$ cat src/rtl/rcsb_pkg.sv
// Shared types, constants and arithmetic helpers of the RGB channel shift blit unit.
`default_nettype none
package rcsb_pkg;

	localparam int COORD_W = 12;
	localparam int OFF_W   = 13;
	localparam int DIM_W   = 13;
	localparam int PIX_W   = 8;
	localparam int LANE_W  = 2;
	localparam int CFG_IDX_W = 3;
	localparam int CFG_DATA_W = 13;
	localparam int MOD_W   = 13;
	localparam int SUM_W   = 14;
	localparam int PROD_W  = 16;

	localparam int MAX_DIM = 4096;
	localparam int MOD_CAP = (MAX_DIM > (2 ** DIM_W) - 1) ? (2 ** DIM_W) - 1 : MAX_DIM;
	localparam logic [MOD_W-1:0] MOD_MAX = MOD_W'(MOD_CAP);

	localparam int QUEUE_DEPTH = 4;

	// Division by 255 as a multiply by a rounded-up reciprocal and a shift.
	localparam logic [PROD_W-1:0] RECIP_255 = 16'd32897;
	localparam int RECIP_SHIFT = 23;
	localparam logic [PROD_W-1:0] ROUND_BIAS = 16'd127;

	localparam logic [LANE_W-1:0] LANE_BLUE  = 2'd0;
	localparam logic [LANE_W-1:0] LANE_GREEN = 2'd1;
	localparam logic [LANE_W-1:0] LANE_RED   = 2'd2;

	localparam logic [CFG_IDX_W-1:0] REG_RED_DX       = 3'd0;
	localparam logic [CFG_IDX_W-1:0] REG_RED_DY       = 3'd1;
	localparam logic [CFG_IDX_W-1:0] REG_GREEN_DX     = 3'd2;
	localparam logic [CFG_IDX_W-1:0] REG_GREEN_DY     = 3'd3;
	localparam logic [CFG_IDX_W-1:0] REG_BLUE_DX      = 3'd4;
	localparam logic [CFG_IDX_W-1:0] REG_BLUE_DY      = 3'd5;
	localparam logic [CFG_IDX_W-1:0] REG_FRAME_WIDTH  = 3'd6;
	localparam logic [CFG_IDX_W-1:0] REG_FRAME_HEIGHT = 3'd7;

	typedef struct packed {
		logic [OFF_W-1:0] red_dx;
		logic [OFF_W-1:0] red_dy;
		logic [OFF_W-1:0] green_dx;
		logic [OFF_W-1:0] green_dy;
		logic [OFF_W-1:0] blue_dx;
		logic [OFF_W-1:0] blue_dy;
	} offsets_t;

	typedef struct packed {
		logic [MOD_W-1:0]  ux;
		logic              negx;
		logic [MOD_W-1:0]  uy;
		logic              negy;
		logic [PIX_W-1:0]  color;
		logic [PIX_W-1:0]  alpha;
		logic [LANE_W-1:0] lane;
		logic              last;
	} job_t;

	typedef struct packed {
		logic [COORD_W-1:0] dest_x;
		logic [COORD_W-1:0] dest_y;
		logic [LANE_W-1:0]  channel;
		logic [PIX_W-1:0]   value;
		logic               last;
	} res_t;

	// One restoring step of an unsigned remainder by the wrap modulus.
	function automatic logic [MOD_W-1:0] mod_step(input logic [MOD_W-1:0] rem,
		input logic b, input logic [MOD_W-1:0] m);
		logic [MOD_W:0] t;
		t = {rem, b};
		if (t >= {1'b0, m}) begin
			t = t - {1'b0, m};
		end
		return t[MOD_W-1:0];
	endfunction

	// One restoring division step by alpha; the top bit is the quotient bit.
	function automatic logic [PIX_W:0] div_step(input logic [PIX_W-1:0] rem,
		input logic b, input logic [PIX_W-1:0] a);
		logic [PIX_W:0] t;
		t = {rem, b};
		if (t >= {1'b0, a}) begin
			t = t - {1'b0, a};
			return {1'b1, t[PIX_W-1:0]};
		end
		return {1'b0, t[PIX_W-1:0]};
	endfunction

endpackage
`default_nettype wire

$ cat src/rtl/rcsb_ifs.sv
// Handshake interfaces for pixel words, result words and configuration writes.
`default_nettype none
interface rcsb_pixel_if;
	logic                          valid;
	logic                          ready;
	logic [rcsb_pkg::COORD_W-1:0]  pixel_x;
	logic [rcsb_pkg::COORD_W-1:0]  pixel_y;
	logic [rcsb_pkg::PIX_W-1:0]    red_in;
	logic [rcsb_pkg::PIX_W-1:0]    green_in;
	logic [rcsb_pkg::PIX_W-1:0]    blue_in;
	logic [rcsb_pkg::PIX_W-1:0]    alpha_in;
	modport source(output valid, pixel_x, pixel_y, red_in, green_in, blue_in, alpha_in,
		input ready);
	modport sink(input valid, pixel_x, pixel_y, red_in, green_in, blue_in, alpha_in,
		output ready);
endinterface

interface rcsb_result_if;
	logic                          valid;
	logic                          ready;
	logic [rcsb_pkg::COORD_W-1:0]  dest_x;
	logic [rcsb_pkg::COORD_W-1:0]  dest_y;
	logic [rcsb_pkg::LANE_W-1:0]   channel;
	logic [rcsb_pkg::PIX_W-1:0]    value;
	logic                          last;
	modport source(output valid, dest_x, dest_y, channel, value, last, input ready);
	modport sink(input valid, dest_x, dest_y, channel, value, last, output ready);
endinterface

interface rcsb_cfg_if;
	logic                            valid;
	logic                            ready;
	logic [rcsb_pkg::CFG_IDX_W-1:0]  index;
	logic [rcsb_pkg::CFG_DATA_W-1:0] data;
	modport source(output valid, index, data, input ready);
	modport sink(input valid, index, data, output ready);
endinterface
`default_nettype wire

$ cat src/rtl/rgb_channel_shift_blit_unit.sv
// Top level of the RGB channel shift blit unit: configuration registers, front, queue, back.
// Each pixel word yields three channel words (red, green, blue) on one result port.
// One channel word per cycle leaves the back pipeline unless the result port stalls.
// A new pixel is taken as the last job of the one before enters the queue.
// Reset clears the configuration to zero offsets and a 4096 by 4096 frame and empties all stages.
`default_nettype none
module rgb_channel_shift_blit_unit #(
	parameter int QUEUE_DEPTH = rcsb_pkg::QUEUE_DEPTH
) (
	input  wire logic     clk,
	input  wire logic     arst_n,
	rcsb_pixel_if.sink    pixel,
	rcsb_result_if.source result,
	rcsb_cfg_if.sink      cfg
);
	rcsb_pkg::offsets_t               offs_q;
	logic [rcsb_pkg::DIM_W-1:0]       width_q;
	logic [rcsb_pkg::DIM_W-1:0]       height_q;
	logic [rcsb_pkg::MOD_W-1:0]       mod_x;
	logic [rcsb_pkg::MOD_W-1:0]       mod_y;
	logic                             fj_valid, fj_ready, bj_valid, bj_ready;
	rcsb_pkg::job_t                   fj, bj;

	assign cfg.ready = 1'b1;

	always_ff @(posedge clk or negedge arst_n) begin
		if (!arst_n) begin
			offs_q   <= '0;
			width_q  <= rcsb_pkg::DIM_W'(4096);
			height_q <= rcsb_pkg::DIM_W'(4096);
		end else if (cfg.valid) begin
			case (cfg.index)
				rcsb_pkg::REG_RED_DX:       offs_q.red_dx   <= cfg.data;
				rcsb_pkg::REG_RED_DY:       offs_q.red_dy   <= cfg.data;
				rcsb_pkg::REG_GREEN_DX:     offs_q.green_dx <= cfg.data;
				rcsb_pkg::REG_GREEN_DY:     offs_q.green_dy <= cfg.data;
				rcsb_pkg::REG_BLUE_DX:      offs_q.blue_dx  <= cfg.data;
				rcsb_pkg::REG_BLUE_DY:      offs_q.blue_dy  <= cfg.data;
				rcsb_pkg::REG_FRAME_WIDTH:  width_q         <= cfg.data;
				rcsb_pkg::REG_FRAME_HEIGHT: height_q        <= cfg.data;
				default: begin
				end
			endcase
		end
	end

	// A zero size wraps as one, a size above the maximum wraps at the maximum.
	always_comb begin
		if (width_q == '0) begin
			mod_x = rcsb_pkg::MOD_W'(1);
		end else if (width_q > rcsb_pkg::MOD_MAX) begin
			mod_x = rcsb_pkg::MOD_MAX;
		end else begin
			mod_x = width_q;
		end
		if (height_q == '0) begin
			mod_y = rcsb_pkg::MOD_W'(1);
		end else if (height_q > rcsb_pkg::MOD_MAX) begin
			mod_y = rcsb_pkg::MOD_MAX;
		end else begin
			mod_y = height_q;
		end
	end

	rcsb_front u_front (
		.clk       (clk),
		.arst_n    (arst_n),
		.pixel     (pixel),
		.offs      (offs_q),
		.job_valid (fj_valid),
		.job_ready (fj_ready),
		.job       (fj)
	);

	rcsb_queue #(
		.DEPTH (QUEUE_DEPTH)
	) u_queue (
		.clk        (clk),
		.arst_n     (arst_n),
		.push_valid (fj_valid),
		.push_ready (fj_ready),
		.push_job   (fj),
		.pop_valid  (bj_valid),
		.pop_ready  (bj_ready),
		.pop_job    (bj)
	);

	rcsb_back u_back (
		.clk       (clk),
		.arst_n    (arst_n),
		.job_valid (bj_valid),
		.job_ready (bj_ready),
		.job       (bj),
		.mod_x     (mod_x),
		.mod_y     (mod_y),
		.result    (result)
	);
endmodule
`default_nettype wire

$ cat src/rtl/rcsb_front.sv
// Front end: accepts pixel words and splits each into red, green and blue channel jobs.
`default_nettype none
module rcsb_front (
	input  wire logic               clk,
	input  wire logic               arst_n,
	rcsb_pixel_if.sink              pixel,
	input  wire rcsb_pkg::offsets_t offs,
	output logic                    job_valid,
	input  wire logic               job_ready,
	output rcsb_pkg::job_t          job
);
	logic                            hold_q;
	logic [rcsb_pkg::LANE_W-1:0]     lane_q;
	logic [rcsb_pkg::COORD_W-1:0]    px_q;
	logic [rcsb_pkg::COORD_W-1:0]    py_q;
	logic [rcsb_pkg::PIX_W-1:0]      r_q;
	logic [rcsb_pkg::PIX_W-1:0]      g_q;
	logic [rcsb_pkg::PIX_W-1:0]      b_q;
	logic [rcsb_pkg::PIX_W-1:0]      a_q;
	logic [rcsb_pkg::PIX_W-1:0]      color;
	logic [rcsb_pkg::OFF_W-1:0]      dx;
	logic [rcsb_pkg::OFF_W-1:0]      dy;
	logic [rcsb_pkg::SUM_W-1:0]      sx;
	logic [rcsb_pkg::SUM_W-1:0]      sy;
	logic                            is_last;
	logic                            take;
	logic                            push;

	assign is_last     = (lane_q == rcsb_pkg::LANE_BLUE);
	assign push        = hold_q && job_ready;
	assign pixel.ready = !hold_q || (push && is_last);
	assign take        = pixel.valid && pixel.ready;

	always_comb begin
		case (lane_q)
			rcsb_pkg::LANE_RED: begin
				color = r_q;
				dx    = offs.red_dx;
				dy    = offs.red_dy;
			end
			rcsb_pkg::LANE_GREEN: begin
				color = g_q;
				dx    = offs.green_dx;
				dy    = offs.green_dy;
			end
			default: begin
				color = b_q;
				dx    = offs.blue_dx;
				dy    = offs.blue_dy;
			end
		endcase
	end

	// A negative sum s is folded to -s-1, which is its bitwise inverse.
	assign sx = {2'b00, px_q} + {dx[rcsb_pkg::OFF_W-1], dx};
	assign sy = {2'b00, py_q} + {dy[rcsb_pkg::OFF_W-1], dy};

	always_comb begin
		job.negx  = sx[rcsb_pkg::SUM_W-1];
		job.negy  = sy[rcsb_pkg::SUM_W-1];
		job.ux    = sx[rcsb_pkg::SUM_W-1] ? ~sx[rcsb_pkg::MOD_W-1:0] : sx[rcsb_pkg::MOD_W-1:0];
		job.uy    = sy[rcsb_pkg::SUM_W-1] ? ~sy[rcsb_pkg::MOD_W-1:0] : sy[rcsb_pkg::MOD_W-1:0];
		job.color = color;
		job.alpha = a_q;
		job.lane  = lane_q;
		job.last  = is_last;
	end

	assign job_valid = hold_q;

	always_ff @(posedge clk or negedge arst_n) begin
		if (!arst_n) begin
			hold_q <= 1'b0;
			lane_q <= rcsb_pkg::LANE_RED;
		end else begin
			if (take) begin
				hold_q <= 1'b1;
				lane_q <= rcsb_pkg::LANE_RED;
			end else if (push) begin
				if (is_last) begin
					hold_q <= 1'b0;
				end else begin
					lane_q <= lane_q - 1'b1;
				end
			end
		end
	end

	always_ff @(posedge clk) begin
		if (take) begin
			px_q <= pixel.pixel_x;
			py_q <= pixel.pixel_y;
			r_q  <= pixel.red_in;
			g_q  <= pixel.green_in;
			b_q  <= pixel.blue_in;
			a_q  <= pixel.alpha_in;
		end
	end
endmodule
`default_nettype wire

$ cat src/rtl/rcsb_queue.sv
// Short job queue between the front end and the arithmetic back end.
`default_nettype none
module rcsb_queue #(
	parameter int DEPTH = rcsb_pkg::QUEUE_DEPTH
) (
	input  wire logic           clk,
	input  wire logic           arst_n,
	input  wire logic           push_valid,
	output logic                push_ready,
	input  wire rcsb_pkg::job_t push_job,
	output logic                pop_valid,
	input  wire logic           pop_ready,
	output rcsb_pkg::job_t      pop_job
);
	localparam int PTR_W = (DEPTH > 1) ? $clog2(DEPTH) : 1;
	localparam int CNT_W = $clog2(DEPTH + 1);

	rcsb_pkg::job_t     mem_q [DEPTH];
	logic [PTR_W-1:0]   wr_q;
	logic [PTR_W-1:0]   rd_q;
	logic [CNT_W-1:0]   cnt_q;
	logic               push;
	logic               pop;

	assign push_ready = (cnt_q != CNT_W'(DEPTH));
	assign pop_valid  = (cnt_q != '0);
	assign push       = push_valid && push_ready;
	assign pop        = pop_valid && pop_ready;
	assign pop_job    = mem_q[rd_q];

	always_ff @(posedge clk or negedge arst_n) begin
		if (!arst_n) begin
			wr_q  <= '0;
			rd_q  <= '0;
			cnt_q <= '0;
		end else begin
			if (push) begin
				wr_q <= (wr_q == PTR_W'(DEPTH - 1)) ? '0 : wr_q + 1'b1;
			end
			if (pop) begin
				rd_q <= (rd_q == PTR_W'(DEPTH - 1)) ? '0 : rd_q + 1'b1;
			end
			if (push && !pop) begin
				cnt_q <= cnt_q + 1'b1;
			end else if (pop && !push) begin
				cnt_q <= cnt_q - 1'b1;
			end
		end
	end

	always_ff @(posedge clk) begin
		if (push) begin
			mem_q[wr_q] <= push_job;
		end
	end
endmodule
`default_nettype wire

$ cat src/rtl/rcsb_back.sv
// Back end: pipelined coordinate wrap and alpha reweighting, one channel word per cycle unless the result port stalls.
`default_nettype none
module rcsb_back (
	input  wire logic                        clk,
	input  wire logic                        arst_n,
	input  wire logic                        job_valid,
	output logic                             job_ready,
	input  wire rcsb_pkg::job_t              job,
	input  wire logic [rcsb_pkg::MOD_W-1:0]  mod_x,
	input  wire logic [rcsb_pkg::MOD_W-1:0]  mod_y,
	rcsb_result_if.source                    result
);
	localparam int MW = rcsb_pkg::MOD_W;
	localparam int PW = rcsb_pkg::PIX_W;
	localparam int A_LO = MW - 4;
	localparam int B_LO = MW - 8;
	localparam int C_LO = 1;
	localparam int DIV_MID = PW / 2;

	logic en;
	logic v_s1, v_s2, v_s3, v_s4, out_valid_q;
	rcsb_pkg::res_t out_q;

	logic [MW-1:0] ux_s1, uy_s1, ux_s2, uy_s2, ux_s3, uy_s3;
	logic [MW-1:0] rx_s1, ry_s1, rx_s2, ry_s2, rx_s3, ry_s3;
	logic          negx_s1, negy_s1, negx_s2, negy_s2, negx_s3, negy_s3;
	logic [rcsb_pkg::LANE_W-1:0] lane_s1, lane_s2, lane_s3, lane_s4;
	logic          last_s1, last_s2, last_s3, last_s4;
	logic [PW-1:0] a_s1, a_s2, a_s3;
	logic          sat_s1, sat_s2;
	logic [PW-1:0] drem_s1, drem_s2, dlow_s1, dlow_s2, q_s2, u_s3;
	logic [rcsb_pkg::COORD_W-1:0] dx_s4, dy_s4;
	logic [rcsb_pkg::PROD_W-1:0]  p_s4;

	logic [MW-1:0] rx_a, ry_a, rx_b, ry_b, rx_c, ry_c, rx_d, ry_d, fx_d, fy_d;
	logic [rcsb_pkg::PROD_W-1:0] n_a;
	logic [PW-1:0] dr_b, q_b, dr_c, q_c;
	logic [PW:0]   t_b, t_c;
	logic [rcsb_pkg::PROD_W-1:0] p_d;
	logic [2*rcsb_pkg::PROD_W-1:0] prod_e;

	assign en        = !out_valid_q || result.ready;
	assign job_ready = en;

	always_comb begin
		rx_a = '0;
		ry_a = '0;
		for (int i = MW - 1; i >= A_LO; i--) begin
			rx_a = rcsb_pkg::mod_step(rx_a, job.ux[i], mod_x);
			ry_a = rcsb_pkg::mod_step(ry_a, job.uy[i], mod_y);
		end
		n_a = ({job.color, 8'd0} - {8'd0, job.color}) + {9'd0, job.alpha[PW-1:1]};
	end

	always_comb begin
		rx_b = rx_s1;
		ry_b = ry_s1;
		for (int i = A_LO - 1; i >= B_LO; i--) begin
			rx_b = rcsb_pkg::mod_step(rx_b, ux_s1[i], mod_x);
			ry_b = rcsb_pkg::mod_step(ry_b, uy_s1[i], mod_y);
		end
		dr_b = drem_s1;
		q_b  = '0;
		for (int j = PW - 1; j >= DIV_MID; j--) begin
			t_b    = rcsb_pkg::div_step(dr_b, dlow_s1[j], a_s1);
			dr_b   = t_b[PW-1:0];
			q_b[j] = t_b[PW];
		end
	end

	always_comb begin
		rx_c = rx_s2;
		ry_c = ry_s2;
		for (int i = B_LO - 1; i >= C_LO; i--) begin
			rx_c = rcsb_pkg::mod_step(rx_c, ux_s2[i], mod_x);
			ry_c = rcsb_pkg::mod_step(ry_c, uy_s2[i], mod_y);
		end
		dr_c = drem_s2;
		q_c  = q_s2;
		for (int j = DIV_MID - 1; j >= 0; j--) begin
			t_c    = rcsb_pkg::div_step(dr_c, dlow_s2[j], a_s2);
			dr_c   = t_c[PW-1:0];
			q_c[j] = t_c[PW];
		end
	end

	always_comb begin
		rx_d = rcsb_pkg::mod_step(rx_s3, ux_s3[0], mod_x);
		ry_d = rcsb_pkg::mod_step(ry_s3, uy_s3[0], mod_y);
		fx_d = negx_s3 ? (mod_x - 1'b1 - rx_d) : rx_d;
		fy_d = negy_s3 ? (mod_y - 1'b1 - ry_d) : ry_d;
		p_d  = ({8'd0, u_s3} * {8'd0, a_s3}) + rcsb_pkg::ROUND_BIAS;
	end

	assign prod_e = {16'd0, p_s4} * {16'd0, rcsb_pkg::RECIP_255};

	always_ff @(posedge clk or negedge arst_n) begin
		if (!arst_n) begin
			v_s1        <= 1'b0;
			v_s2        <= 1'b0;
			v_s3        <= 1'b0;
			v_s4        <= 1'b0;
			out_valid_q <= 1'b0;
		end else if (en) begin
			v_s1        <= job_valid;
			v_s2        <= v_s1;
			v_s3        <= v_s2;
			v_s4        <= v_s3;
			out_valid_q <= v_s4;
		end
	end

	always_ff @(posedge clk) begin
		if (en) begin
			ux_s1   <= job.ux;
			uy_s1   <= job.uy;
			negx_s1 <= job.negx;
			negy_s1 <= job.negy;
			rx_s1   <= rx_a;
			ry_s1   <= ry_a;
			lane_s1 <= job.lane;
			last_s1 <= job.last;
			a_s1    <= job.alpha;
			sat_s1  <= (n_a[15:8] >= job.alpha);
			drem_s1 <= n_a[15:8];
			dlow_s1 <= n_a[7:0];

			ux_s2   <= ux_s1;
			uy_s2   <= uy_s1;
			negx_s2 <= negx_s1;
			negy_s2 <= negy_s1;
			rx_s2   <= rx_b;
			ry_s2   <= ry_b;
			lane_s2 <= lane_s1;
			last_s2 <= last_s1;
			a_s2    <= a_s1;
			sat_s2  <= sat_s1;
			drem_s2 <= dr_b;
			dlow_s2 <= dlow_s1;
			q_s2    <= q_b;

			ux_s3   <= ux_s2;
			uy_s3   <= uy_s2;
			negx_s3 <= negx_s2;
			negy_s3 <= negy_s2;
			rx_s3   <= rx_c;
			ry_s3   <= ry_c;
			lane_s3 <= lane_s2;
			last_s3 <= last_s2;
			a_s3    <= a_s2;
			u_s3    <= sat_s2 ? 8'hFF : q_c;

			dx_s4   <= fx_d[rcsb_pkg::COORD_W-1:0];
			dy_s4   <= fy_d[rcsb_pkg::COORD_W-1:0];
			lane_s4 <= lane_s3;
			last_s4 <= last_s3;
			p_s4    <= p_d;

			out_q.dest_x  <= dx_s4;
			out_q.dest_y  <= dy_s4;
			out_q.channel <= lane_s4;
			out_q.last    <= last_s4;
			out_q.value   <= prod_e[rcsb_pkg::RECIP_SHIFT+PW-1:rcsb_pkg::RECIP_SHIFT];
		end
	end

	assign result.valid   = out_valid_q;
	assign result.dest_x  = out_q.dest_x;
	assign result.dest_y  = out_q.dest_y;
	assign result.channel = out_q.channel;
	assign result.value   = out_q.value;
	assign result.last    = out_q.last;
endmodule
`default_nettype wire
$ cat src/flat_wrapper.sv
// flat-port wrapper written by rule: the top's interface ports become plain ports
module rgb_channel_shift_blit_unit_flat 
#(
	parameter int QUEUE_DEPTH = rcsb_pkg::QUEUE_DEPTH
)
  (clk, arst_n, pixel_valid, pixel_pixel_x, pixel_pixel_y, pixel_red_in, pixel_green_in, pixel_blue_in, pixel_alpha_in, pixel_ready, result_valid, result_dest_x, result_dest_y, result_channel, result_value, result_last, result_ready, cfg_valid, cfg_index, cfg_data, cfg_ready);
  rcsb_pixel_if pixel_i ();
  rcsb_result_if result_i ();
  rcsb_cfg_if cfg_i ();
  input  wire logic clk;
  input  wire logic arst_n;
  input wire logic [$bits(pixel_i.valid)-1:0] pixel_valid;
  input wire logic [$bits(pixel_i.pixel_x)-1:0] pixel_pixel_x;
  input wire logic [$bits(pixel_i.pixel_y)-1:0] pixel_pixel_y;
  input wire logic [$bits(pixel_i.red_in)-1:0] pixel_red_in;
  input wire logic [$bits(pixel_i.green_in)-1:0] pixel_green_in;
  input wire logic [$bits(pixel_i.blue_in)-1:0] pixel_blue_in;
  input wire logic [$bits(pixel_i.alpha_in)-1:0] pixel_alpha_in;
  output wire logic [$bits(pixel_i.ready)-1:0] pixel_ready;
  output wire logic [$bits(result_i.valid)-1:0] result_valid;
  output wire logic [$bits(result_i.dest_x)-1:0] result_dest_x;
  output wire logic [$bits(result_i.dest_y)-1:0] result_dest_y;
  output wire logic [$bits(result_i.channel)-1:0] result_channel;
  output wire logic [$bits(result_i.value)-1:0] result_value;
  output wire logic [$bits(result_i.last)-1:0] result_last;
  input wire logic [$bits(result_i.ready)-1:0] result_ready;
  input wire logic [$bits(cfg_i.valid)-1:0] cfg_valid;
  input wire logic [$bits(cfg_i.index)-1:0] cfg_index;
  input wire logic [$bits(cfg_i.data)-1:0] cfg_data;
  output wire logic [$bits(cfg_i.ready)-1:0] cfg_ready;
  assign pixel_i.valid = pixel_valid;
  assign pixel_i.pixel_x = pixel_pixel_x;
  assign pixel_i.pixel_y = pixel_pixel_y;
  assign pixel_i.red_in = pixel_red_in;
  assign pixel_i.green_in = pixel_green_in;
  assign pixel_i.blue_in = pixel_blue_in;
  assign pixel_i.alpha_in = pixel_alpha_in;
  assign pixel_ready = pixel_i.ready;
  assign result_valid = result_i.valid;
  assign result_dest_x = result_i.dest_x;
  assign result_dest_y = result_i.dest_y;
  assign result_channel = result_i.channel;
  assign result_value = result_i.value;
  assign result_last = result_i.last;
  assign result_i.ready = result_ready;
  assign cfg_i.valid = cfg_valid;
  assign cfg_i.index = cfg_index;
  assign cfg_i.data = cfg_data;
  assign cfg_ready = cfg_i.ready;
  rgb_channel_shift_blit_unit #(.QUEUE_DEPTH(QUEUE_DEPTH)) u_core (.clk(clk), .arst_n(arst_n), .pixel(pixel_i), .result(result_i), .cfg(cfg_i));
endmodule
$ cat config.mk
export PLATFORM = sky130hd
export DESIGN_NAME = rgb_channel_shift_blit_unit_flat
export DESIGN_NICKNAME = d
export VERILOG_FILES = /design/src/rtl/rcsb_pkg.sv /design/src/rtl/rcsb_ifs.sv /design/src/rtl/rgb_channel_shift_blit_unit.sv /design/src/rtl/rcsb_front.sv /design/src/rtl/rcsb_queue.sv /design/src/rtl/rcsb_back.sv /design/src/flat_wrapper.sv
export SDC_FILE = /design/constraint.sdc
export NUM_CORES = 2
export LEC_CHECK = 0
export ABC_AREA = 1
export BUFFER_PORTS_ARGS = -buffer_cell sky130_fd_sc_hd__buf_4
export CORE_ASPECT_RATIO = 0.6
export CORE_MARGIN = 4
export CORE_UTILIZATION = 30
export DETAILED_ROUTE_END_ITERATION = 8
export PLACE_DENSITY = 0.47
export SLEW_MARGIN = 20
export SYNTH_ARGS = -nofsm -noshare
export SYNTH_HDL_FRONTEND = slang
export SYNTH_HIERARCHICAL = 1
export SYNTH_SLANG_ARGS = --single-unit
$ cat constraint.sdc
create_clock -name clk -period 20.3 [get_ports clk]
set_input_delay 3.045 -clock clk [delete_from_list [all_inputs] [get_ports clk]]
set_output_delay 3.045 -clock clk [all_outputs]
set_load 0.01 [all_outputs]
-- Word-level counts from Yosys, hierarchy flattened
Memory sizes are Yosys's and may differ from the RTL's.
Index checks and enable logic that the tools add are counted.
- input bits: 77
- memory bits (read-only): 0
- latch bits: 0
- word-level logic and storage cells: 286
- bits in registers: 442
- memory bits (writable): 188
- memories: 1
- reduce and logical (&&, ||, !) cells: 30
- div/mod/pow operators: 0
- muxes and demuxes: 81
- equality and inequality tests: 13
- $add $sub $neg: 48
- multipliers: 2
- shift operators: 0
- $lt $le $gt $ge: 37
- bitwise gates (word level): 2
- memories (name ; depth ; width ; rd ports ; clocked after Yosys merged registers in ; write ports ; RTL line ; text):
    u_core.u_queue.mem_q ; 4 ; 47 ; 1 ; 0 ; 1 ; rcsb_queue.sv:18 ; rcsb_pkg::job_t mem_q [DEPTH];
- operators by type and width (operator ; number):
    13-bit 2-to-1 mux ; 30
    14-bit by 13-bit >= comparator with 1-bit output ; 24
    13-bit subtractor ; 22
    9-bit 2-to-1 mux ; 12
    8-bit 2-to-1 mux ; 12
    9-bit by 8-bit >= comparator with 1-bit output ; 8
    8-bit subtractor ; 8
    13-bit case mux with 2 select lines ; 2
    12-bit 2-to-1 mux ; 4
    12-bit subtractor ; 4
    16-bit by 16-bit multiplier with 31-bit output (second input constant) ; 1
    13-bit by 13-bit adder with 14-bit output ; 2
    1-bit by 13-bit >= comparator with 1-bit output ; 2
    13-bit > comparator (second input constant) ; 2
    13-bit zero test ; 2
    13-bit NOT ; 2
    1-bit by 13-bit subtractor with 13-bit output ; 2
    12-bit by 1-bit subtractor with 12-bit output (second input constant) ; 2
    2-bit AND reduction ; 10
    16-bit by 7-bit adder with 16-bit output ; 1
    16-bit by 7-bit adder with 16-bit output (second input constant) ; 1
    8-bit by 8-bit multiplier with 16-bit output ; 1
    8-bit case mux with 2 select lines ; 1
    16-bit by 8-bit subtractor with 16-bit output ; 1
    other kinds (22) ; 57

-- Logic depth before layout (Yosys ltp)
- depth in word-level cells: 12
- mapped depth: 63
- gate-level depth less buffers: 58

-- Modules after synthesis
Netlist, hierarchy kept.
- by module, submodules not included (module ; instances ; area an instance (um^2) ; cells each):
    rcsb_back ; 1 ; 35801.8 ; 4937
    rcsb_queue ; 1 ; 8200.4 ; 607
    rcsb_front ; 1 ; 4749.6 ; 644
    rgb_channel_shift_blit_unit ; 1 ; 4115.2 ; 441

-- Worst setup path before layout
OpenSTA, ideal clock, no wires.
- kind: input port to flip-flop
- start: input result_ready
- end: register u_core.u_queue.cnt_q[1]
- slack: 9635 ps
- required time: 20174 ps
- arrival time: 10539 ps
- stages: 8
- setup time: 126 ps
- cells stage by stage: inv_1 nand2_1 nand2_1 ha_1 inv_1 fa_1 nand2_1 o21ai_0
- cells in the longest elaborated chain, start to end: 5
- elaborated cells on any way between the ends: 7
- those cells by class: 1 x mux; 6 x reduce/logical
- RTL lines (element ; RTL line ; text):
    start: declaration ; flat_wrapper.sv:26 ; input wire logic [$bits(result_i.ready)-1:0] result_ready;
    1-bit logical OR (*) ; rcsb_back.sv:42 ; assign en = !out_valid_q || result.ready;
    net u_core.bj_ready ; rgb_channel_shift_blit_unit.sv:21 ; logic fj_valid, fj_ready, bj_valid, bj_ready;
    1-bit logical AND (*) ; rcsb_queue.sv:28 ; assign pop = pop_valid && pop_ready;
    1-bit zero test ; rcsb_queue.sv:43 ; if (push && !pop) begin
    1-bit logical AND ; rcsb_queue.sv:43 ;
    3-bit 2-to-1 mux or 2-bit nonzero test (tied branches) ; - ;
    end signal: assignment ; rcsb_queue.sv:44 ; cnt_q <= cnt_q + 1'b1;
    end signal: assignment ; rcsb_queue.sv:46 ; cnt_q <= cnt_q - 1'b1;
    end: declaration ; rcsb_queue.sv:21 ; logic [CNT_W-1:0] cnt_q;
Mark *: on every way through the listed nets, which the timed path passes. The rest lies on a longest branch.
A chain may end at the register's enable or synchronous reset.

-- Worst setup path after layout
- start: register u_core/width_q[8] (netlist bit)
- end: register u_core.u_back.rx_s3[5] (data pin)
- cells in the longest elaborated chain, start to end: 11
- elaborated cells on any way between the ends: 16
- those cells by class: 4 x add/sub; 5 x order compare; 6 x mux; 1 x reduce/logical
- RTL lines (element ; RTL line ; text):
    start: declaration ; rgb_channel_shift_blit_unit.sv:17 ; logic [rcsb_pkg::DIM_W-1:0] width_q;
    start signal: assignment ; rgb_channel_shift_blit_unit.sv:29 ; width_q <= rcsb_pkg::DIM_W'(4096);
    start signal: assignment ; rgb_channel_shift_blit_unit.sv:39 ; rcsb_pkg::REG_FRAME_WIDTH: width_q <= cfg.data;
    13-bit > comparator ; rgb_channel_shift_blit_unit.sv:51 ; end else if (width_q > rcsb_pkg::MOD_MAX) begin
    13-bit 2-to-1 mux ; rgb_channel_shift_blit_unit.sv:51 ;
    13-bit 2-to-1 mux (*) ; rgb_channel_shift_blit_unit.sv:49 ; if (width_q == '0) begin
    net u_core.mod_x, one bit ; rgb_channel_shift_blit_unit.sv:19 ; logic [rcsb_pkg::MOD_W-1:0] mod_x;
    13-bit subtractor or 14-bit by 13-bit >= comparator with 1-bit output (tied branches) ; rcsb_pkg.sv:74, rcsb_pkg.sv:73 ;
    13-bit 2-to-1 mux ; rcsb_pkg.sv:73 ; if (t >= {1'b0, m}) begin
    13-bit subtractor or 14-bit by 13-bit >= comparator with 1-bit output (tied branches) ; rcsb_pkg.sv:74, rcsb_pkg.sv:73 ;
    13-bit 2-to-1 mux ; rcsb_pkg.sv:73 ;
    14-bit by 13-bit >= comparator with 1-bit output or 13-bit subtractor (tied branches) ; rcsb_pkg.sv:73, rcsb_pkg.sv:74 ;
    13-bit 2-to-1 mux ; rcsb_pkg.sv:73 ;
    13-bit subtractor or 14-bit by 13-bit >= comparator with 1-bit output (tied branches) ; rcsb_pkg.sv:74, rcsb_pkg.sv:73 ;
    13-bit 2-to-1 mux (*) ; rcsb_pkg.sv:73 ;
    net u_core.u_back.rx_c[5] ; rcsb_back.sv:35 ; logic [MW-1:0] rx_a, ry_a, rx_b, ry_b, rx_c, ry_c, rx_d, ry_d, fx_d, fy_d;
    end signal: assignment ; rcsb_back.sv:146 ; rx_s3 <= rx_c;
    end: declaration ; rcsb_back.sv:25 ; logic [MW-1:0] rx_s1, ry_s1, rx_s2, ry_s2, rx_s3, ry_s3;
Marks and branches as above.

==> impl.org <==
** Critical path
- Crit. End Element :: flip-flop
- Required @ worst endpoint :: 20.83 ns
- Along the worst path, the maximum fanout reaches 23.
- Worst EP arrival :: 11.50 ns
- For this run, the slowest stage of the critical path takes 0.70 ns.
- Path type of the worst setup path :: flip-flop to flip-flop
- CP startpoint kind :: flip-flop
- The slowest stage of the critical path belongs to the cell nor2_2.
- Cell repeated most along the worst path :: nand2_1

** Place
- Routability-driven placement congestion ratio :: 0.901
- The count of buffers added on input and output ports is 113.
- The HPWL after detailed placement is 124,000 microns.
- In this run, placement finished with an instance count of 9,007.
- At the placement stage, the worst setup path has a slack of 9.65 ns.

** Synthesis
- Synthesized Nets :: 7,339
- Synth cell types :: 73
- FF+latch count, synth :: 630
- Total number of yosys warnings :: 6
- Async SR Flop Fraction :: 0.189
- Number of standard cells after synthesis :: 6,629
- For this run, the register share of the synthesized area comes to 0.347.
- Post-synth top area share :: 0.290
- Main synth FF type :: edfxtp_1
- Number of enable-type register cells in the synthesized netlist :: 511
- Mean post-synth cell area :: 7.98 sq um
- Ranked by total cell area, the synthesized netlist is headed by edfxtp_1 (29%), nand2_1 (13%), ha_1 (13%), inv_1 (6.5%), dfrtp_1 (5.5%).
- Of all cell types, the one taking the most synthesized area is edfxtp_1.
- Post-Syn Area :: 0.0529 sq mm

** STA
- Unrepaired setup endpoints after global routing :: false
- The number of pins with negative max-slew slack in the final report came to 0.
- Across the routed clock network, the largest skew measured is 0.0426 ns.
- Fin crit share :: 0.540
- The final-report hold violation count is 0.
- Worst max-slew margin expressed relative to the limit :: 0.314
- Setup slack on the critical path of the routed design comes to 9.34 ns.
- Setup violations remaining at the end of the flow were counted as 0.
- F_max :: 91.2 MHz
- Actual transition at the worst max-transition pin :: 1.03 ns
- Post-route minimum period :: 10.96 ns
- Setup TNS after final layout :: 0 ns

** Clocking
- Clock root cell :: clkbuf_16
- CTS max path bufs :: 3
- TritonCTS built the clock tree.
- Htree depth :: 3
- Clock-pin slew was measured on the worst setup and hold paths at 0.07 ns.
- CTS saw 630 sinks.
- In this run the post-CTS setup repair buffer count came out at 0.
- Number of buffers inserted by hold repair at cts :: 0
- Clock latency on the worst-skew pair :: 0.66 ns
- The number of clock buffers added by TritonCTS is 71.
- CTS-repair resized insts :: 0

** Layout
- Relative to the synthesized area, the layout overhead comes to 10.8%.
- In the layout the commonest cells are nand2_1 (1,882), inv_1 (921), ha_1 (553).
- Measured on the finished design, the core utilization comes to 0.334.
- Excluding fillers, the count of instances in the completed layout stands at 9,139.
- Total number of nets in the final design :: 7,432
- Leaving out fill and tap cells, the most frequent cell in the layout is nand2_1.
- Number of fill cells :: 18.3k
- Of the cells placed in the final design, the portion with a size suffix greater than 1 is 0.0744.

** Route
- Vias :: 44.2k
- In the routed design, unresolved DRC markers number 0.
- The first detailed-routing pass took 5 iterations.
- Post-route antenna net violation count :: 0
- In the final routed layout, each cell accounts on average for 17.6 microns.
- After the first detailed-routing iteration, the DRC count stood at 3,702.
- Via density per instance :: 4.83
- For this block, the routed nets add up to 161,000 microns of wire.

** Die
- Row count :: 119
- Die width :: 550 microns
- The die is 333 microns tall.
- For this configuration, the core starts out at a cell density of 0.302.
- The die covers 0.183 sq mm.
- IO Pins :: 115
- Floorplan core area :: 0.175 sq mm

** Global routing
- The first global-routing pass estimated 248,000 microns of wire.
- Maximum number of pins on one net before global-route repair :: 80
- The number of global-route vias before repair is 40.2k.
- The initial antenna violation count is 3.
- For this run, the total global-route usage over all layers was measured as 0.172.
- Overflow after GRT :: 0

** Outcome
- Status :: complete, no violations

** Min path
- Class of the most critical hold timing path :: flip-flop to flip-flop

** Flow run
- Max-cap violations in this run came to 0.
## worst max-delay path: cells and delay by family, from the launching register on
| family | cells | cell delay, ns |
|---|---|---|
| AO/OA/AOI/OAI | 15 | 3.68 |
| AND/OR/NAND/NOR | 25 | 4.25 |
| flip-flops | 1 | 0.41 |
| buffers and inverters | 4 | 0.99 |
| adder cells (fa/ha/maj) | 4 | 1.48 |
## synthesized netlist by cell type, types with 9 or more instances
cell type	n
a21boi_0	20
a21o_1	35
a21oi_1	357
a21oi_2	10
a31oi_1	35
and2_1	10
buf_2	51
buf_4	28
buf_6	22
clkbuf_1	40
dfrtp_1	116
edfxtp_1	511
fa_1	79
ha_1	554
inv_1	921
inv_2	13
nand2_1	1883
nand2_2	48
nand3_1	336
nand3_2	17
nand3b_1	41
nand4_1	90
nor2_1	330
nor2_2	14
nor3_1	55
o2111ai_1	12
o211ai_1	52
o211ai_2	52
o21a_1	12
o21ai_0	354
o21ai_1	58
o21bai_1	37
o311ai_0	9
or2_2	25
xnor2_1	124
xor2_1	184
## kinds of logic after synthesis
kind of cell    share of synthesized area
simple gates                        0.233
buf+inv                            0.0844
compound gates                      0.123
fa+ha+maj                           0.161
flops                               0.347
xor+xnor                           0.0510
mux                              0.000639
other cells                     0.0000709
## cell type report
| type | instances | area (sq um) | area share |
|---|---|---|---|
| Antenna cell | 5 | 12.5 | 0.000214 |
| Sequential cell | 630 | 18300 | 0.313 |
| Inverter | 936 | 3510 | 0.0600 |
| Tap cell | 2359 | 2950 | 0.0504 |
| Clock buffer | 86 | 1910 | 0.0325 |
| Clock inverter | 40 | 449 | 0.00767 |
| Multi-Input combinational cell | 4915 | 30100 | 0.515 |
| Timing Repair Buffer | 168 | 1270 | 0.0217 |
## flip-flops by register name (all words and copies together) (netlist names), 13 cells and up
signal / flops
u_core/u_back/rx_s2: 13
u_core/u_back/rx_s3: 13
u_core/u_back/ry_s1: 13
u_core/offs_q: 78
u_core/height_q: 13
u_core/u_back/ry_s3: 13
u_core/u_back/rx_s1: 13
u_core/u_queue/mem_q: 188
u_core/width_q: 13
u_core/u_back/p_s4: 16
u_core/u_back/ry_s2: 13
## stage by stage
step / hold slack (ns) / area (sq um)
finish: 0.398 / 58600
floorplan: 0.400 / 52900
global route: 0.417 / 58600
CTS: 0.399 / 58600
global placement: 0.403 / 56200
detailed placement: 0.405 / 56200
## metal layers
layer,wire length [microns],global-route usage,vias up
met2,55300,0.209,1208
met3,12200,0.0330,104
met4,1670,0.0248,0
li1,-,-,22300
met1,92000,0.301,20500
met5,0,0,-
## worst paths after layout
| path | from | endpoint | slack [ns] | depth (start not counted) |
|---|---|---|---|---|
| worst min register to register | u_core/u_back/dx_s4[9]$_DFFE_PP_ | u_core/u_back/result.dest_x[9]$_DFFE_PP_ | 0.40 | 0 |
| worst max-delay path | u_core/width_q[8]$_DFFE_PN0P_ | u_core/u_back/rx_s3[5]$_DFFE_PP_ | 9.34 | 48 |
| max in group asynchronous | arst_n | u_core/u_queue/rd_q[0]$_DFFE_PN0P_ | 16.50 | 2 |
| min in group asynchronous | arst_n | u_core/offs_q[59]$_DFFE_PN0P_ | 2.34 | 1 |
| worst max register to register | u_core/width_q[8]$_DFFE_PN0P_ | u_core/u_back/rx_s3[5]$_DFFE_PP_ | 9.34 | 48 |
| worst min-delay path | u_core/u_back/dx_s4[9]$_DFFE_PP_ | u_core/u_back/result.dest_x[9]$_DFFE_PP_ | 0.40 | 0 |
Power is left out: the tool's default activity adds up to more than one toggle a clock period on the data nets, which glitch-free logic cannot reach.
